[src/hdl/esd_pkg.sv]
`default_nettype none

package esd_pkg;

  // Width of the output position counter. It saturates at its all-ones value.
  localparam int unsigned CountBits = 16;
  // Width that holds both the counter and the 16-bit capacity.
  localparam int unsigned WideBits  = (CountBits > 16) ? CountBits : 16;

  // Depth of the run queue between the front and back ends.
  localparam int unsigned QueueDepth = 4;
  localparam int unsigned QueuePtrBits = $clog2(QueueDepth);

  // Largest number of bytes that one input byte can produce.
  localparam int unsigned RunMax = 4;

  localparam logic [7:0] CharBslash = 8'h5c;
  localparam logic [7:0] CharX      = 8'h78;
  localparam logic [7:0] CharN      = 8'h6e;
  localparam logic [7:0] CharR      = 8'h72;
  localparam logic [7:0] CharT      = 8'h74;
  localparam logic [7:0] CharE      = 8'h65;
  localparam logic [7:0] CodeLf     = 8'h0a;
  localparam logic [7:0] CodeCr     = 8'h0d;
  localparam logic [7:0] CodeTab    = 8'h09;
  localparam logic [7:0] CodeEsc    = 8'h1b;

  // One decoded run: the bytes caused by one input byte.
  typedef struct packed {
    logic [RunMax-1:0][7:0] bytes;
    logic [2:0]             cnt;
    logic                   last;
  } run_t;

endpackage

`default_nettype wire

[src/hdl/esd_front.sv]
`default_nettype none

module esd_front (
  input  wire logic          clk_i,
  input  wire logic          rst_ni,
  input  wire logic          in_valid_i,
  output logic               in_ready_o,
  input  wire logic [7:0]    in_byte_i,
  input  wire logic          in_last_i,
  input  wire logic          q_full_i,
  output logic               q_push_o,
  output esd_pkg::run_t      q_run_o
);

  typedef enum logic [3:0] {
    ModePlain  = 4'b0001,
    ModeBslash = 4'b0010,
    ModeHex1   = 4'b0100,
    ModeHex2   = 4'b1000
  } mode_e;

  mode_e      mode_q, mode_d;
  logic [7:0] held_q, held_d;
  logic       accept;

  function automatic logic is_hex(input logic [7:0] c);
    return ((c >= 8'h30) && (c <= 8'h39)) || ((c >= 8'h61) && (c <= 8'h66)) ||
           ((c >= 8'h41) && (c <= 8'h46));
  endfunction

  function automatic logic [3:0] hex_val(input logic [7:0] c);
    logic [7:0] v;
    if (c <= 8'h39) begin
      v = c - 8'h30;
    end else if (c >= 8'h61) begin
      v = c - 8'h57;
    end else begin
      v = c - 8'h37;
    end
    return v[3:0];
  endfunction

  function automatic logic [7:0] esc_val(input logic [7:0] c);
    logic [7:0] v;
    case (c)
      esd_pkg::CharN: v = esd_pkg::CodeLf;
      esd_pkg::CharR: v = esd_pkg::CodeCr;
      esd_pkg::CharT: v = esd_pkg::CodeTab;
      esd_pkg::CharE: v = esd_pkg::CodeEsc;
      default:        v = c;
    endcase
    return v;
  endfunction

  assign in_ready_o = !q_full_i;
  assign accept     = in_valid_i && in_ready_o;

  always_comb begin
    esd_pkg::run_t run;
    logic          tail;
    run      = '0;
    tail     = 1'b0;
    mode_d   = mode_q;
    held_d   = held_q;
    run.last = in_last_i;

    unique case (mode_q)
      ModePlain: begin
        tail = 1'b1;
      end
      ModeBslash: begin
        mode_d = ModePlain;
        if (in_byte_i == esd_pkg::CharX) begin
          if (!in_last_i) begin
            mode_d = ModeHex1;
          end else begin
            run.bytes[0] = esd_pkg::CharBslash;
            run.bytes[1] = esd_pkg::CharX;
            run.cnt      = 3'd2;
          end
        end else begin
          run.bytes[0] = esc_val(in_byte_i);
          run.cnt      = 3'd1;
        end
      end
      ModeHex1: begin
        if (!in_last_i && is_hex(in_byte_i)) begin
          held_d = in_byte_i;
          mode_d = ModeHex2;
        end else begin
          run.bytes[0] = esd_pkg::CharBslash;
          run.bytes[1] = esd_pkg::CharX;
          run.cnt      = 3'd2;
          tail         = 1'b1;
        end
      end
      ModeHex2: begin
        // The held character was checked as a hex digit when it was taken.
        if (is_hex(in_byte_i)) begin
          run.bytes[0] = {hex_val(held_q), hex_val(in_byte_i)};
          run.cnt      = 3'd1;
          mode_d       = ModePlain;
        end else begin
          run.bytes[0] = esd_pkg::CharBslash;
          run.bytes[1] = esd_pkg::CharX;
          run.bytes[2] = held_q;
          run.cnt      = 3'd3;
          tail         = 1'b1;
        end
      end
      default: begin
        mode_d = ModePlain;
      end
    endcase

    // Plain text decode; a backslash not ending the text opens an escape.
    if (tail) begin
      if ((in_byte_i == esd_pkg::CharBslash) && !in_last_i) begin
        mode_d = ModeBslash;
      end else begin
        mode_d                 = ModePlain;
        run.bytes[run.cnt[1:0]] = in_byte_i;
        run.cnt                = run.cnt + 3'd1;
      end
    end

    if (in_last_i) begin
      mode_d = ModePlain;
      held_d = '0;
    end

    q_run_o  = run;
    // A run without bytes still travels when it ends the text, so the
    // back end can clear its position counter.
    q_push_o = accept && ((run.cnt != 3'd0) || in_last_i);
  end

  always_ff @(posedge clk_i or negedge rst_ni) begin
    if (!rst_ni) begin
      mode_q <= ModePlain;
      held_q <= '0;
    end else if (accept) begin
      mode_q <= mode_d;
      held_q <= held_d;
    end
  end

endmodule

`default_nettype wire

[src/hdl/esd_queue.sv]
`default_nettype none

module esd_queue (
  input  wire logic          clk_i,
  input  wire logic          rst_ni,
  input  wire logic          push_i,
  input  wire esd_pkg::run_t push_run_i,
  output logic               full_o,
  input  wire logic          pop_i,
  output esd_pkg::run_t      head_o,
  output logic               empty_o
);

  localparam int unsigned PtrBits = esd_pkg::QueuePtrBits;
  localparam logic [PtrBits-1:0] LastPtr = PtrBits'(esd_pkg::QueueDepth - 1);

  esd_pkg::run_t        entry_q [esd_pkg::QueueDepth];
  logic [PtrBits-1:0]   wr_ptr_q, rd_ptr_q;
  logic [PtrBits:0]     fill_q;

  assign full_o  = (fill_q == (PtrBits + 1)'(esd_pkg::QueueDepth));
  assign empty_o = (fill_q == '0);
  assign head_o  = entry_q[rd_ptr_q];

  always_ff @(posedge clk_i or negedge rst_ni) begin
    if (!rst_ni) begin
      wr_ptr_q <= '0;
      rd_ptr_q <= '0;
      fill_q   <= '0;
    end else begin
      if (push_i) begin
        wr_ptr_q <= (wr_ptr_q == LastPtr) ? '0 : wr_ptr_q + 1'b1;
      end
      if (pop_i) begin
        rd_ptr_q <= (rd_ptr_q == LastPtr) ? '0 : rd_ptr_q + 1'b1;
      end
      if (push_i && !pop_i) begin
        fill_q <= fill_q + 1'b1;
      end else if (pop_i && !push_i) begin
        fill_q <= fill_q - 1'b1;
      end
    end
  end

  always_ff @(posedge clk_i) begin
    if (push_i) begin
      entry_q[wr_ptr_q] <= push_run_i;
    end
  end

`ifndef SYNTH
  a_no_overflow: assert property (@(posedge clk_i) disable iff (!rst_ni)
    push_i |-> !full_o)
    else $error("run queue written while full");
  a_no_underflow: assert property (@(posedge clk_i) disable iff (!rst_ni)
    pop_i |-> !empty_o)
    else $error("run queue read while empty");
`endif

endmodule

`default_nettype wire

[src/hdl/esd_back.sv]
`default_nettype none

module esd_back (
  input  wire logic          clk_i,
  input  wire logic          rst_ni,
  input  wire logic          cfg_we_i,
  input  wire logic [15:0]   cfg_wdata_i,
  input  wire esd_pkg::run_t head_i,
  input  wire logic          empty_i,
  output logic               pop_o,
  output logic               out_valid_o,
  input  wire logic          out_ready_i,
  output logic [7:0]         out_byte_o,
  output logic [15:0]        position_o,
  output logic               in_capacity_o,
  output logic               run_last_o,
  output logic               text_last_o
);

  localparam int unsigned CountBits = esd_pkg::CountBits;
  localparam int unsigned WideBits  = esd_pkg::WideBits;
  localparam logic [CountBits-1:0] CountMax = '1;
  localparam logic [WideBits-1:0]  PosMax   = WideBits'(16'hffff);

  logic [15:0]           capacity_q;
  logic [CountBits-1:0]  count_q;
  logic [1:0]            idx_q;
  logic                  valid_q;
  logic [7:0]            byte_q;
  logic [15:0]           pos_q;
  logic                  cap_q, run_last_q, text_last_q;

  logic                  out_free, step, zero_run, run_end, emit;
  logic [WideBits-1:0]   count_wide;

  always_comb begin
    out_free   = !valid_q || out_ready_i;
    step       = !empty_i && out_free;
    zero_run   = (head_i.cnt == 3'd0);
    run_end    = zero_run || (({1'b0, idx_q} + 3'd1) == head_i.cnt);
    pop_o      = step && run_end;
    emit       = step && !zero_run;
    count_wide = WideBits'(count_q);
  end

  always_ff @(posedge clk_i or negedge rst_ni) begin
    if (!rst_ni) begin
      capacity_q <= 16'd32;
      count_q    <= '0;
      idx_q      <= '0;
      valid_q    <= 1'b0;
    end else begin
      if (cfg_we_i) begin
        capacity_q <= cfg_wdata_i;
      end
      if (pop_o && head_i.last) begin
        count_q <= '0;
      end else if (emit && (count_q != CountMax)) begin
        count_q <= count_q + 1'b1;
      end
      if (pop_o) begin
        idx_q <= '0;
      end else if (emit) begin
        idx_q <= idx_q + 2'd1;
      end
      if (emit) begin
        valid_q <= 1'b1;
      end else if (out_ready_i) begin
        valid_q <= 1'b0;
      end
    end
  end

  always_ff @(posedge clk_i) begin
    if (emit) begin
      byte_q      <= head_i.bytes[idx_q];
      pos_q       <= (count_wide > PosMax) ? 16'hffff : count_wide[15:0];
      cap_q       <= count_wide < WideBits'(capacity_q);
      run_last_q  <= run_end;
      text_last_q <= run_end && head_i.last;
    end
  end

  assign out_valid_o   = valid_q;
  assign out_byte_o    = byte_q;
  assign position_o    = pos_q;
  assign in_capacity_o = cap_q;
  assign run_last_o    = run_last_q;
  assign text_last_o   = text_last_q;

`ifndef SYNTH
  a_text_last_ends_run: assert property (@(posedge clk_i) disable iff (!rst_ni)
    (valid_q && text_last_q) |-> run_last_q)
    else $error("text end flagged on a byte that does not end its run");
  a_count_cleared: assert property (@(posedge clk_i) disable iff (!rst_ni)
    (pop_o && head_i.last) |=> (count_q == '0))
    else $error("position counter not cleared after end of text");
`endif

endmodule

`default_nettype wire

[src/hdl/escape_sequence_decoder.sv]
// Channel   Dir  Payload                                       Accepted when
// s_axis    in   tdata[7:0] in_byte, tlast end_of_text         tvalid & tready
// m_axis    out  tdata out_byte/position, tuser flags, tlast   tvalid & tready
// cfg       in   cfg_wdata_i capacity                          cfg_we_i
//
// One input byte can be taken every cycle; the back end sends one decoded byte
// per cycle while the output is ready, so an input that expands to several
// bytes holds the input side only once the four-entry run queue between the
// two ends is full; decoded runs pass the run queue, then the output register.
// Reset is asynchronous and active low; capacity returns to 32.
// A stalled output keeps its byte in the output register while input continues.
`default_nettype none

module escape_sequence_decoder (
  input  wire logic        clk_i,
  input  wire logic        rst_ni,
  input  wire logic        cfg_we_i,
  input  wire logic [15:0] cfg_wdata_i,     // capacity
  input  wire logic        s_axis_tvalid_i,
  output logic             s_axis_tready_o,
  input  wire logic [7:0]  s_axis_tdata_i,  // [7:0] in_byte
  input  wire logic        s_axis_tlast_i,  // end_of_text
  output logic             m_axis_tvalid_o,
  input  wire logic        m_axis_tready_i,
  output logic [23:0]      m_axis_tdata_o,  // [7:0] out_byte, [23:8] position
  output logic [1:0]       m_axis_tuser_o,  // [0] in_capacity, [1] run_last
  output logic             m_axis_tlast_o   // text_last
);

  esd_pkg::run_t push_run, head_run;
  logic          push, pop, full, empty;
  logic [7:0]    out_byte;
  logic [15:0]   position;
  logic          in_cap, run_last, text_last;

  esd_front u_front (
    .clk_i      (clk_i),
    .rst_ni     (rst_ni),
    .in_valid_i (s_axis_tvalid_i),
    .in_ready_o (s_axis_tready_o),
    .in_byte_i  (s_axis_tdata_i),
    .in_last_i  (s_axis_tlast_i),
    .q_full_i   (full),
    .q_push_o   (push),
    .q_run_o    (push_run)
  );

  esd_queue u_queue (
    .clk_i      (clk_i),
    .rst_ni     (rst_ni),
    .push_i     (push),
    .push_run_i (push_run),
    .full_o     (full),
    .pop_i      (pop),
    .head_o     (head_run),
    .empty_o    (empty)
  );

  esd_back u_back (
    .clk_i         (clk_i),
    .rst_ni        (rst_ni),
    .cfg_we_i      (cfg_we_i),
    .cfg_wdata_i   (cfg_wdata_i),
    .head_i        (head_run),
    .empty_i       (empty),
    .pop_o         (pop),
    .out_valid_o   (m_axis_tvalid_o),
    .out_ready_i   (m_axis_tready_i),
    .out_byte_o    (out_byte),
    .position_o    (position),
    .in_capacity_o (in_cap),
    .run_last_o    (run_last),
    .text_last_o   (text_last)
  );

  assign m_axis_tdata_o = {position, out_byte};
  assign m_axis_tuser_o = {run_last, in_cap};
  assign m_axis_tlast_o = text_last;

endmodule

`default_nettype wire

[config.mk]
export PLATFORM = sky130hd
export DESIGN_NAME = escape_sequence_decoder
export DESIGN_NICKNAME = d
export VERILOG_FILES = /design/src/hdl/esd_pkg.sv /design/src/hdl/esd_front.sv /design/src/hdl/esd_queue.sv /design/src/hdl/esd_back.sv /design/src/hdl/escape_sequence_decoder.sv
export SDC_FILE = /design/constraint.sdc
export NUM_CORES = 1
export LEC_CHECK = 0
export BUFFER_PORTS_ARGS = -buffer_cell sky130_fd_sc_hd__buf_2
export CAP_MARGIN = 30
export CORE_ASPECT_RATIO = 2
export CORE_MARGIN = 2
export CORE_UTILIZATION = 60
export CTS_BUF_LIST = sky130_fd_sc_hd__clkbuf_4
export CTS_CLUSTER_SIZE = 30
export DETAILED_ROUTE_END_ITERATION = 7
export PLACE_DENSITY_LB_ADDON = 0.1
export SLEW_MARGIN = 20
export SYNTH_ARGS = -nofsm -noshare
export SYNTH_HDL_FRONTEND = slang
export SYNTH_SLANG_ARGS = --single-unit
[constraint.sdc]
create_clock -name clk_i -period 5.6 [get_ports clk_i]
set_input_delay 0.28 -clock clk_i [delete_from_list [all_inputs] [get_ports clk_i]]
set_output_delay 0.28 -clock clk_i [all_outputs]
set_load 0.01 [all_outputs]
==> results of run 1 <==
## through the flow
step | total power [mW] | area, sq um | worst slack (ns) | instances | hold slack, ns
2_1_floorplan | 3.581 | 10320 | 1.303 | 721 | -0.01559
3_3_place_gp | 3.993 | 10800 | 1.079 | 959 | 0.4698
3_5_place_dp | 4.103 | 10860 | 0.9032 | 963 | 0.4832
4_1_cts | 5.389 | 11740 | 0.9757 | 1075 | 0.01447
5_1_grt | 5.616 | 11750 | 0.7247 | 1077 | 0.04988
6_report | 5.331 | 11750 | 0.9563 | 1077 | 0.05769
## cells in the mapped netlist, drive strengths merged (3+ instances only)
cell type and number:
xnor2 19, nand2 62, nor3 8, edfxtp 171, mux4 43, o311ai 4
nand3 15, xor2 6, buf 12, inv 43, dfrtp 52, mux2 8
nand3b 3, and2 9, or4b 3, a21o 9, a31oi 4, o2bb2ai 3
o31ai 13, nor4b 3, nor4 4, mux2i 6, a21oi 18, a2bb2oi 3
or3 4, clkbuf 23, ha 35, nand4 5, a22o 9, and3 12
nor2 53, o21ai 25, nand2b 3
## flip-flops by register name, summed over array words and instances (netlist names), 2 cells and up
| signal | cells |
|---|---|
| u_back.capacity_q | 16 |
| u_back.count_q | 16 |
| u_back.idx_q | 2 |
| u_back.out_byte_o | 8 |
| u_back.position_o | 16 |
| u_front.held_q | 8 |
| u_front.mode_q | 4 |
| u_queue.entry_q | 144 |
| u_queue.fill_q | 3 |
| u_queue.rd_ptr_q | 2 |
| u_queue.wr_ptr_q | 2 |
## cells by family after synthesis
logic type	Yosys count	share of synthesized area, %
fa+ha+maj	36	4.439
xor+xnor	25	2.122
simple gates	192	9.119
compound gates	108	7.422
mux	57	10.95
buf+inv	78	3.056
flops	225	62.89
## layer usage
metal  share of wire, %  global-route usage [%]  up-vias
met1                 34                   25.96     3152
met2                 58                   48.18      180
met4                4.8                   14.08        0
met5                  0                       0        -
li1                   -                       -     2980
met3                3.5                   3.507       58
## repair_timing
action	in CTS	in global routing
hold buffers	21	0
resized for setup	0	0
endpoints found under the hold margin	72	0
## report_power, final
| part | switching, mW | internal, mW | total, mW |
|---|---|---|---|
| logic | 0.866 | 0.748 | 1.61 |
| clock network | 0.601 | 0.675 | 1.28 |
| registers | 0.208 | 2.23 | 2.44 |
| total | 1.68 | 3.66 | 5.33 |
## worst min path at each step
stage	from	endpoint	slack (ns)	depth (start not counted)
floorplan	rst_ni	u_back.capacity_q[0]	-0.02	0
global placement	rst_ni	u_back.count_q[10]	0.47	2
detailed placement	u_front.held_q[7]	u_front.held_q[7]	0.48	1
CTS	s_axis_tdata_i[1]	u_front.held_q[1]	0.01	2
global route	s_axis_tdata_i[1]	u_front.held_q[1]	0.05	2
finish	s_axis_tdata_i[1]	u_front.held_q[1]	0.06	2
## worst register-to-register path, cell delays in order, from the launching register on
cell                      delay (ns)
sky130_fd_sc_hd__dfrtp_1        0.44
sky130_fd_sc_hd__or4b_2         0.72
sky130_fd_sc_hd__o21ai_0        0.27
sky130_fd_sc_hd__a22oi_1        0.23
sky130_fd_sc_hd__ha_1           0.37
sky130_fd_sc_hd__nor4_1         0.39
sky130_fd_sc_hd__nand2_1        0.19
sky130_fd_sc_hd__a21oi_1        0.21
sky130_fd_sc_hd__buf_4          0.21
sky130_fd_sc_hd__nor2_1         0.06
sky130_fd_sc_hd__ha_1           0.23
sky130_fd_sc_hd__inv_1          0.07
sky130_fd_sc_hd__fa_1           0.40
sky130_fd_sc_hd__mux2_2         0.26
## area by class of cell
type | instances | share of cell area (%)
Sequential cell | 225 | 55.24
Clock buffer | 70 | 4.473
Multi-Input combinational cell | 418 | 30.16
Clock inverter | 21 | 1.203
Inverter | 43 | 1.374
Timing Repair Buffer | 92 | 5.325
Antenna cell | 1 | 0.02130
Tap cell | 207 | 2.204
==> parameters.txt, run 1 <==
Parameter                              Value

Outcome
  Outcome ... finished clean

Yosys
  Number of standard cells after synthesis ... 721
  Dominant cells by area after synthesis ... sky130_fd_sc_hd__edfxtp_1 50%, sky130_fd_sc_hd__dfrtp_1 13%, sky130_fd_sc_hd__mux4_2 8.7%, sky130_fd_sc_hd__ha_1 4.2%, sky130_fd_sc_hd__nand2_1 2.3%
  #FFs+latches synth ... 225
  Unique masters post-synth ... 69
  Count of flip-flops with a built-in enable after synthesis ... 171
  Dominant cell type by area after synthesis ... sky130_fd_sc_hd__edfxtp_1
  Count of synthesis-stage warnings from yosys ... 0
  Average footprint of a synthesized cell ... 14.31 sq um
  Part of the Yosys area used for sequential elements ... 62.89%
  Synth Flop Type ... sky130_fd_sc_hd__edfxtp_1
  Post-synthesis async set-or-reset flop share ... 24.00%
  Share of the synthesized area in the top cell type ... 49.77%
  Nets in the synthesized netlist ... 787
  Syn Std Cell Area ... 10320 sq um

Timing
  Minimum period implied by the final worst setup slack ... 4.644 ns
  Headroom to the max-slew limit ... 34.00%
  Setup-failing EPs final ... 0
  Worst Max-Slew Pin Slew ... 0.9834 ns
  Total Negative Setup Slacks ... 0 ns
  Hold violation total from the final report ... 0
  Total count of max-transition violations in the final report ... 0
  Fraction of the cycle the final worst path needs ... 82.92%
  Largest clock skew in the final design ... 0.03134 ns
  Unrepaired setup endpoints after global routing ... no
  Max Fclk ... 215.3 MHz

Global route
  Maximum number of pins on one net before global-route repair ... 55
  Number of antenna violations at the first check in global routing ... 1
  GRT Resource Usage Total ... 25.24%
  Via count of the first global-routing pass ... 6865
  First-pass GRT wire length ... 35650 um
  Grt total ovfl ... 0

Routing
  DRT iter0 DRCs ... 294
  Wirelength, routed ... 22490 um
  Number of nets with antenna violations after detailed routing ... 0
  WL/cell ... 20.88 um
  Per-cell via count in the routed design ... 5.915
  Residual DRC count ... 0
  Via count ... 6370
  First-pass iteration count of the detailed router ... 5

CTS
  CTS clk-pin slew, worst paths ... 0.08 ns
  Clock Latency Late Sink ... 0.64 ns
  Number of clock sinks ... 225
  Maximum clock insertion buffer count ... 3
  Number of clock buffers inserted by TritonCTS ... 49
  CTS tree ... yes
  Number of setup buffers added after CTS ... 0
  Clock root buffer ... sky130_fd_sc_hd__clkbuf_4
  H-tree level count ... 2

Setup path
  Number of cells on the worst reg-to-reg path ... 13
  Peak per-stage delay on the critical path ... 0.53 ns
  Standard cell with the maximum stage delay on the critical path ... sky130_fd_sc_hd__dlygate4sd3_1
  Worst setup startpoint ... s_axis_tdata_i[0]
  Data arrival time of the critical path ... 5.17 ns
  Setup slack of the worst register-to-register path ... 1.45 ns
  Kind of start point of the critical path ... input port
  RR Startpoint ... u_front.mode_q[2]
  Critical path, cell by cell ... dlygate4sd3_1 -> buf_2 -> inv_1 -> ha_1 -> nor4bb_1 -> a211oi_1 -> nand3_1 -> a22oi_1 -> inv_1 -> ha_1 -> nor4_1 -> nand2_1 -> a21oi_1 -> buf_4 -> nor2_1 -> ha_1 -> inv_1 -> fa_1 -> mux2_2
  Crit Reg-Reg Endpoint ... u_queue.fill_q[1]
  CP bufs+invs ... 6
  Required arrival time at the worst endpoint ... 6.12 ns
  Termination of the worst setup path ... u_queue.fill_q[1]
  Crit path max fanout ... 11
  Largest delay share family, worst path ... buffers and inverters
  Crit end category ... flip-flop
  Start-to-end type of the worst setup path ... input port to flip-flop
  Number of gates on the worst path with buffers counted ... 19

Layout
  Combined area of the multi-input logic cells ... 3543 sq um
  Leading cell types in the layout, fill and taps excluded ... 171 x sky130_fd_sc_hd__edfxtp_1, 70 x sky130_fd_sc_hd__clkbuf_4, 62 x sky130_fd_sc_hd__nand2_1
  Share of final-layout standard cells stronger than drive strength 1 ... 24.17%
  Filler cell count ... 1157
  Most frequent standard cell in the layout excluding fill and tap cells ... sky130_fd_sc_hd__edfxtp_1
  Post-synthesis to final-layout area growth ... 13.87%
  Final core utilization ... 70.07%
  Register cell area after layout ... 6490 sq um
  Number of nets in the finished design ... 895

Place
  Count of buffers from port buffering ... 58
  HPWL after DPL ... 16130 um
  Gp weighted congestion ... 0.9401

Floorplanning
  Total number of placement rows ... 67
  Effective utilization at floorplan ... 61.54%
  Die area ... 18320 sq um
  Placeable core area ... 16770 sq um
  Die boundary height ... 189.5 um
  Die span in x ... 96.73 um
  Top Ports ... 59

Min path
  Hold crit path type ... input port to flip-flop

Pwr
  Cell area power density ... 453.7 nW/um^2
  Max IR drop VDD ... 0.2802 mV
  Static leakage ... 4.685 nW

Run
  Number of violations of the max-capacitance limit ... 0
(Power assumes the default switching activity.)
==> run 2: changes to the inputs <==
ABC_AREA = 1   (was default)
clock period = 4.5 ns   (was 5.6 ns; I/O delays follow)
==> run 2 against run 1 <==
  * Setup slack improved by 0.13 ns
  * Combinational power increased by 38%
  * Design area increased by 1.9%
  * Largest power group unchanged
==> parameters.txt, run 2 <==
Parameter                              Value

Floorplanning
  Effective utilization at floorplan ... 61.16% (-0.38 points)
  Die boundary height ... 191.6 um (+1.2%)
  Total number of placement rows ... 68 (+1.5%)
  Die area ... 18750 sq um (+2.3%)
  Top Ports ... 59 (unchanged)
  Placeable core area ... 17270 sq um (+3.0%)
  Die span in x ... 97.82 um (+1.1%)

Min path
  Number of stages on the worst hold path ... 3 (+1)
  Hold crit path type ... input port to flip-flop

Layout
  Number of flip-flops in the largest register ... 144 (unchanged)
  Final core utilization ... 69.31% (-0.77 points)
  Number of nets in the finished design ... 1161 (+30%)
  Filler-free cell count of the finished design ... 1347 (+25%)
  Final instance area ... 11970 sq um (+1.9%)
  Leading cell types in the layout, fill and taps excluded ... 171 x sky130_fd_sc_hd__edfxtp_1, 152 x sky130_fd_sc_hd__nand2_1, 121 x sky130_fd_sc_hd__o21ai_0
  Most frequent standard cell in the layout excluding fill and tap cells ... sky130_fd_sc_hd__edfxtp_1
  Top reg by flops ... u_queue.entry_q
  Share of final-layout standard cells stronger than drive strength 1 ... 18.31% (-5.9 points)
  Post-synthesis to final-layout area growth ... 13.33%

Yosys
  Number of standard cells after synthesis ... 990 (+37%)
  Count of flip-flops with a built-in enable after synthesis ... 171 (unchanged)
  Dominant cells by area after synthesis ... sky130_fd_sc_hd__edfxtp_1 49%, sky130_fd_sc_hd__dfrtp_1 12%, sky130_fd_sc_hd__o21ai_0 5.7%, sky130_fd_sc_hd__nand2_1 5.4%, sky130_fd_sc_hd__ha_1 4.1%
  Average footprint of a synthesized cell ... 10.67 sq um (-25%)
  Part of the Yosys area used for sequential elements ... 61.43% (-1.5 points)
  Most frequent cells after synthesis ... 171 x sky130_fd_sc_hd__edfxtp_1, 152 x sky130_fd_sc_hd__nand2_1, 121 x sky130_fd_sc_hd__o21ai_0
  Nets in the synthesized netlist ... 1056 (+34%)
  #FFs+latches synth ... 225 (unchanged)
  Count of synthesis-stage warnings from yosys ... 0 (unchanged)
  Dominant cell type by area after synthesis ... sky130_fd_sc_hd__edfxtp_1
  Cell with the most instances after synthesis ... sky130_fd_sc_hd__edfxtp_1
  Unique masters post-synth ... 48 (-30%)
  Syn Std Cell Area ... 10560 sq um (+2.4%)
  Synth Flop Type ... sky130_fd_sc_hd__edfxtp_1
  Post-synthesis async set-or-reset flop share ... 24.00% (unchanged)
  Share of the synthesized area in the top cell type ... 48.61% (-1.2 points)

Timing
  Final setup slack of the worst path ... 1.082 ns (+0.1254 ns)
  Minimum period implied by the final worst setup slack ... 3.418 ns
  Total count of max-transition violations in the final report ... 0 (unchanged)
  Fraction of the cycle the final worst path needs ... 75.96%
  Setup-failing EPs final ... 0 (unchanged)
  Worst Max-Slew Pin Slew ... 0.9593 ns (-0.02411 ns)
  Headroom to the max-slew limit ... 36.05% (+2.0 points)
  Max Fclk ... 292.5 MHz
  Total Negative Setup Slacks ... 0 ns (unchanged)
  Largest clock skew in the final design ... 0.04398 ns (+0.01263 ns)
  Unrepaired setup endpoints after global routing ... no
  Hold violation total from the final report ... 0 (unchanged)

Global route
  Grt total ovfl ... 0 (unchanged)
  First-pass GRT wire length ... 41470 um (+16%)
  Number of antenna violations at the first check in global routing ... 1 (unchanged)
  Via count of the first global-routing pass ... 7995 (+16%)
  GRT Resource Usage Total ... 29.33% (+4.1 points)
  Maximum number of pins on one net before global-route repair ... 55 (unchanged)

Run
  Number of violations of the max-capacitance limit ... 0 (unchanged)

Pwr
  Internal power ... 4.461 mW (+22%)
  Share of total power in combinational logic ... 31.5% (+1.2 points)
  Cell area power density ... 590.0 nW/um^2 (+30%)
  Power share of the clock group ... 24.0% (about the same)
  Switching Fraction ... 36.82% (+5.4 points)
  Register share of total power ... 44.5% (-1.3 points)
  Switching power ... 2.600 mW (+55%)
  Max IR drop VDD ... 0.4445 mV (+59%)
  Static leakage ... 4.993 nW (+6.6%)

Setup path
  Kind of start point of the critical path ... flip-flop
  Start-to-end type of the worst setup path ... flip-flop to flip-flop
  Data arrival time of the critical path ... 3.96 ns (-1.21 ns)
  Required arrival time at the worst endpoint ... 5.05 ns (-1.07 ns)
  Crit path max fanout ... 10 (-1)
  Crit end category ... flip-flop
  Number of cells on the worst reg-to-reg path ... 20 (+7)

CTS
  Clock root buffer ... sky130_fd_sc_hd__clkbuf_4
  CTS clk-pin slew, worst paths ... 0.08 ns (about the same)
  H-tree level count ... 2 (unchanged)
  Number of clock buffers inserted by TritonCTS ... 49 (unchanged)
  Maximum clock insertion buffer count ... 3 (unchanged)
  CTS tree ... yes
  Number of clock sinks ... 225 (unchanged)
  Clock Latency Late Sink ... 0.66 ns (+0.02 ns)

Place
  Gp weighted congestion ... 0.9926 (+5.6%)
  Cell count after placement ... 1231 (+28%)
  Pre-CTS WS ... 0.6584 ns (-0.2448 ns)
  DP Area ... 11030 sq um (+1.6%)
  HPWL after DPL ... 18540 um (+15%)
  Count of buffers from port buffering ... 58 (unchanged)

Routing
  Residual DRC count ... 0 (unchanged)
  Wirelength, routed ... 26950 um (+20%)
  Per-cell via count in the routed design ... 5.804 (-1.9%)
  WL/cell ... 20.01 um (-4.2%)
  Via count ... 7818 (+23%)
  First-pass iteration count of the detailed router ... 5 (unchanged)
  DRT iter0 DRCs ... 542 (+84%)
  Number of nets with antenna violations after detailed routing ... 0 (unchanged)

Outcome
  Outcome ... finished clean
==> run 2: cell types whose count changed in the layout (fill, tap and decap cells not counted), sizes merged, moves of 11 or more <==
cell | before | now
inv | 43 | 116
xnor2 | 19 | 3
mux4 | 43 | 0
o22ai | 2 | 16
and3 | 12 | 1
nand3 | 15 | 43
o21ai | 25 | 126
nor2 | 53 | 104
nand2 | 62 | 167
o221ai | 1 | 25
==> run 2: path summary, 6_finish.rpt <==
path | endpoint | start | slack, ns
max | u_queue.fill_q[1] | u_front.mode_q[0] | 1.08
min | u_back.capacity_q[5] | cfg_we_i | 0.06
max reg2reg | u_queue.fill_q[1] | u_front.mode_q[0] | 1.08
min reg2reg | u_back.position_o[14] | u_back.count_q[14] | 0.51
max in group asynchronous | u_queue.rd_ptr_q[0] | rst_ni | 3.63
min in group asynchronous | u_back.count_q[5] | rst_ni | 0.29
==> run 2: layout make-up <==
class / instances / area (sq um)
tap: 210 / 262.8
clock inverter: 28 / 227.7
timing repair buffer: 92 / 610.6
inverter: 118 / 444.2
clock buffer: 64 / 480.5
antenna: 1 / 2.502
multi-input combinational: 609 / 3452
sequential: 225 / 6490
fill: 1358 / 5301
==> run 2: critical path: stages (launching register included) <==
cell and delay, ns:
sky130_fd_sc_hd__dfstp_2 0.57, sky130_fd_sc_hd__nor2_1 0.07, sky130_fd_sc_hd__nand3_1 0.18, sky130_fd_sc_hd__inv_1 0.17, sky130_fd_sc_hd__nand2_4 0.19, sky130_fd_sc_hd__nand2_2 0.09, sky130_fd_sc_hd__nor2_2 0.17, sky130_fd_sc_hd__inv_1 0.11
sky130_fd_sc_hd__ha_1 0.20, sky130_fd_sc_hd__a21boi_0 0.11, sky130_fd_sc_hd__nand2_1 0.12, sky130_fd_sc_hd__nand2_1 0.06, sky130_fd_sc_hd__nor2_2 0.09, sky130_fd_sc_hd__nand2_2 0.08, sky130_fd_sc_hd__nand2_4 0.15, sky130_fd_sc_hd__inv_1 0.06
sky130_fd_sc_hd__ha_1 0.19, sky130_fd_sc_hd__inv_1 0.09, sky130_fd_sc_hd__fa_1 0.42, sky130_fd_sc_hd__nor2_1 0.11, sky130_fd_sc_hd__a21oi_1 0.05
==> run 2: kinds of logic after synthesis <==
kind of cell	count (synthesis)	share of synthesized area (%)
simple gates	344	14.96
flops	225	61.43
compound gates	215	11.93
buf+inv	156	6.171
fa+ha+maj	36	4.335
xor+xnor	13	1.078
mux	1	0.09477
==> run 2: through the flow <==
step,hold WS (ns),total power [mW]
floorplan,-0.07059,4.609
global placement,0.4282,5.329
detailed placement,0.4360,5.398
CTS,0.0004904,7.108
global route,0.04341,7.499
finish,0.05830,7.062
==> run 2: timing repair <==
action / 4_1_cts / 5_1_grt
gates resized for setup: 0 / 0
hold endpoints to repair: 78 / 0
hold buffers: 22 / 0
buffers inserted: 0 / 0
==> run 2: layer usage <==
metal / share of wire (%) / up-vias / track usage, %
li1: - / 3688 / -
met1: 32 / 3774 / 27.38
met2: 57 / 258 / 56.66
met3: 3.6 / 98 / 3.857
met4: 7.0 / 0 / 21.15
met5: 0 / - / 0
==> run 2: power groups by stage <==
stage          Combinational [mW]  Clock, mW  Sequential (mW)
4_1_cts                      2.24       1.73             3.14
2_1_floorplan                1.50          0             3.11
6_report                     2.22       1.70             3.14
5_1_grt                      2.49       1.82             3.19
3_3_place_gp                 2.16          0             3.17
3_5_place_dp                 2.22          0             3.18
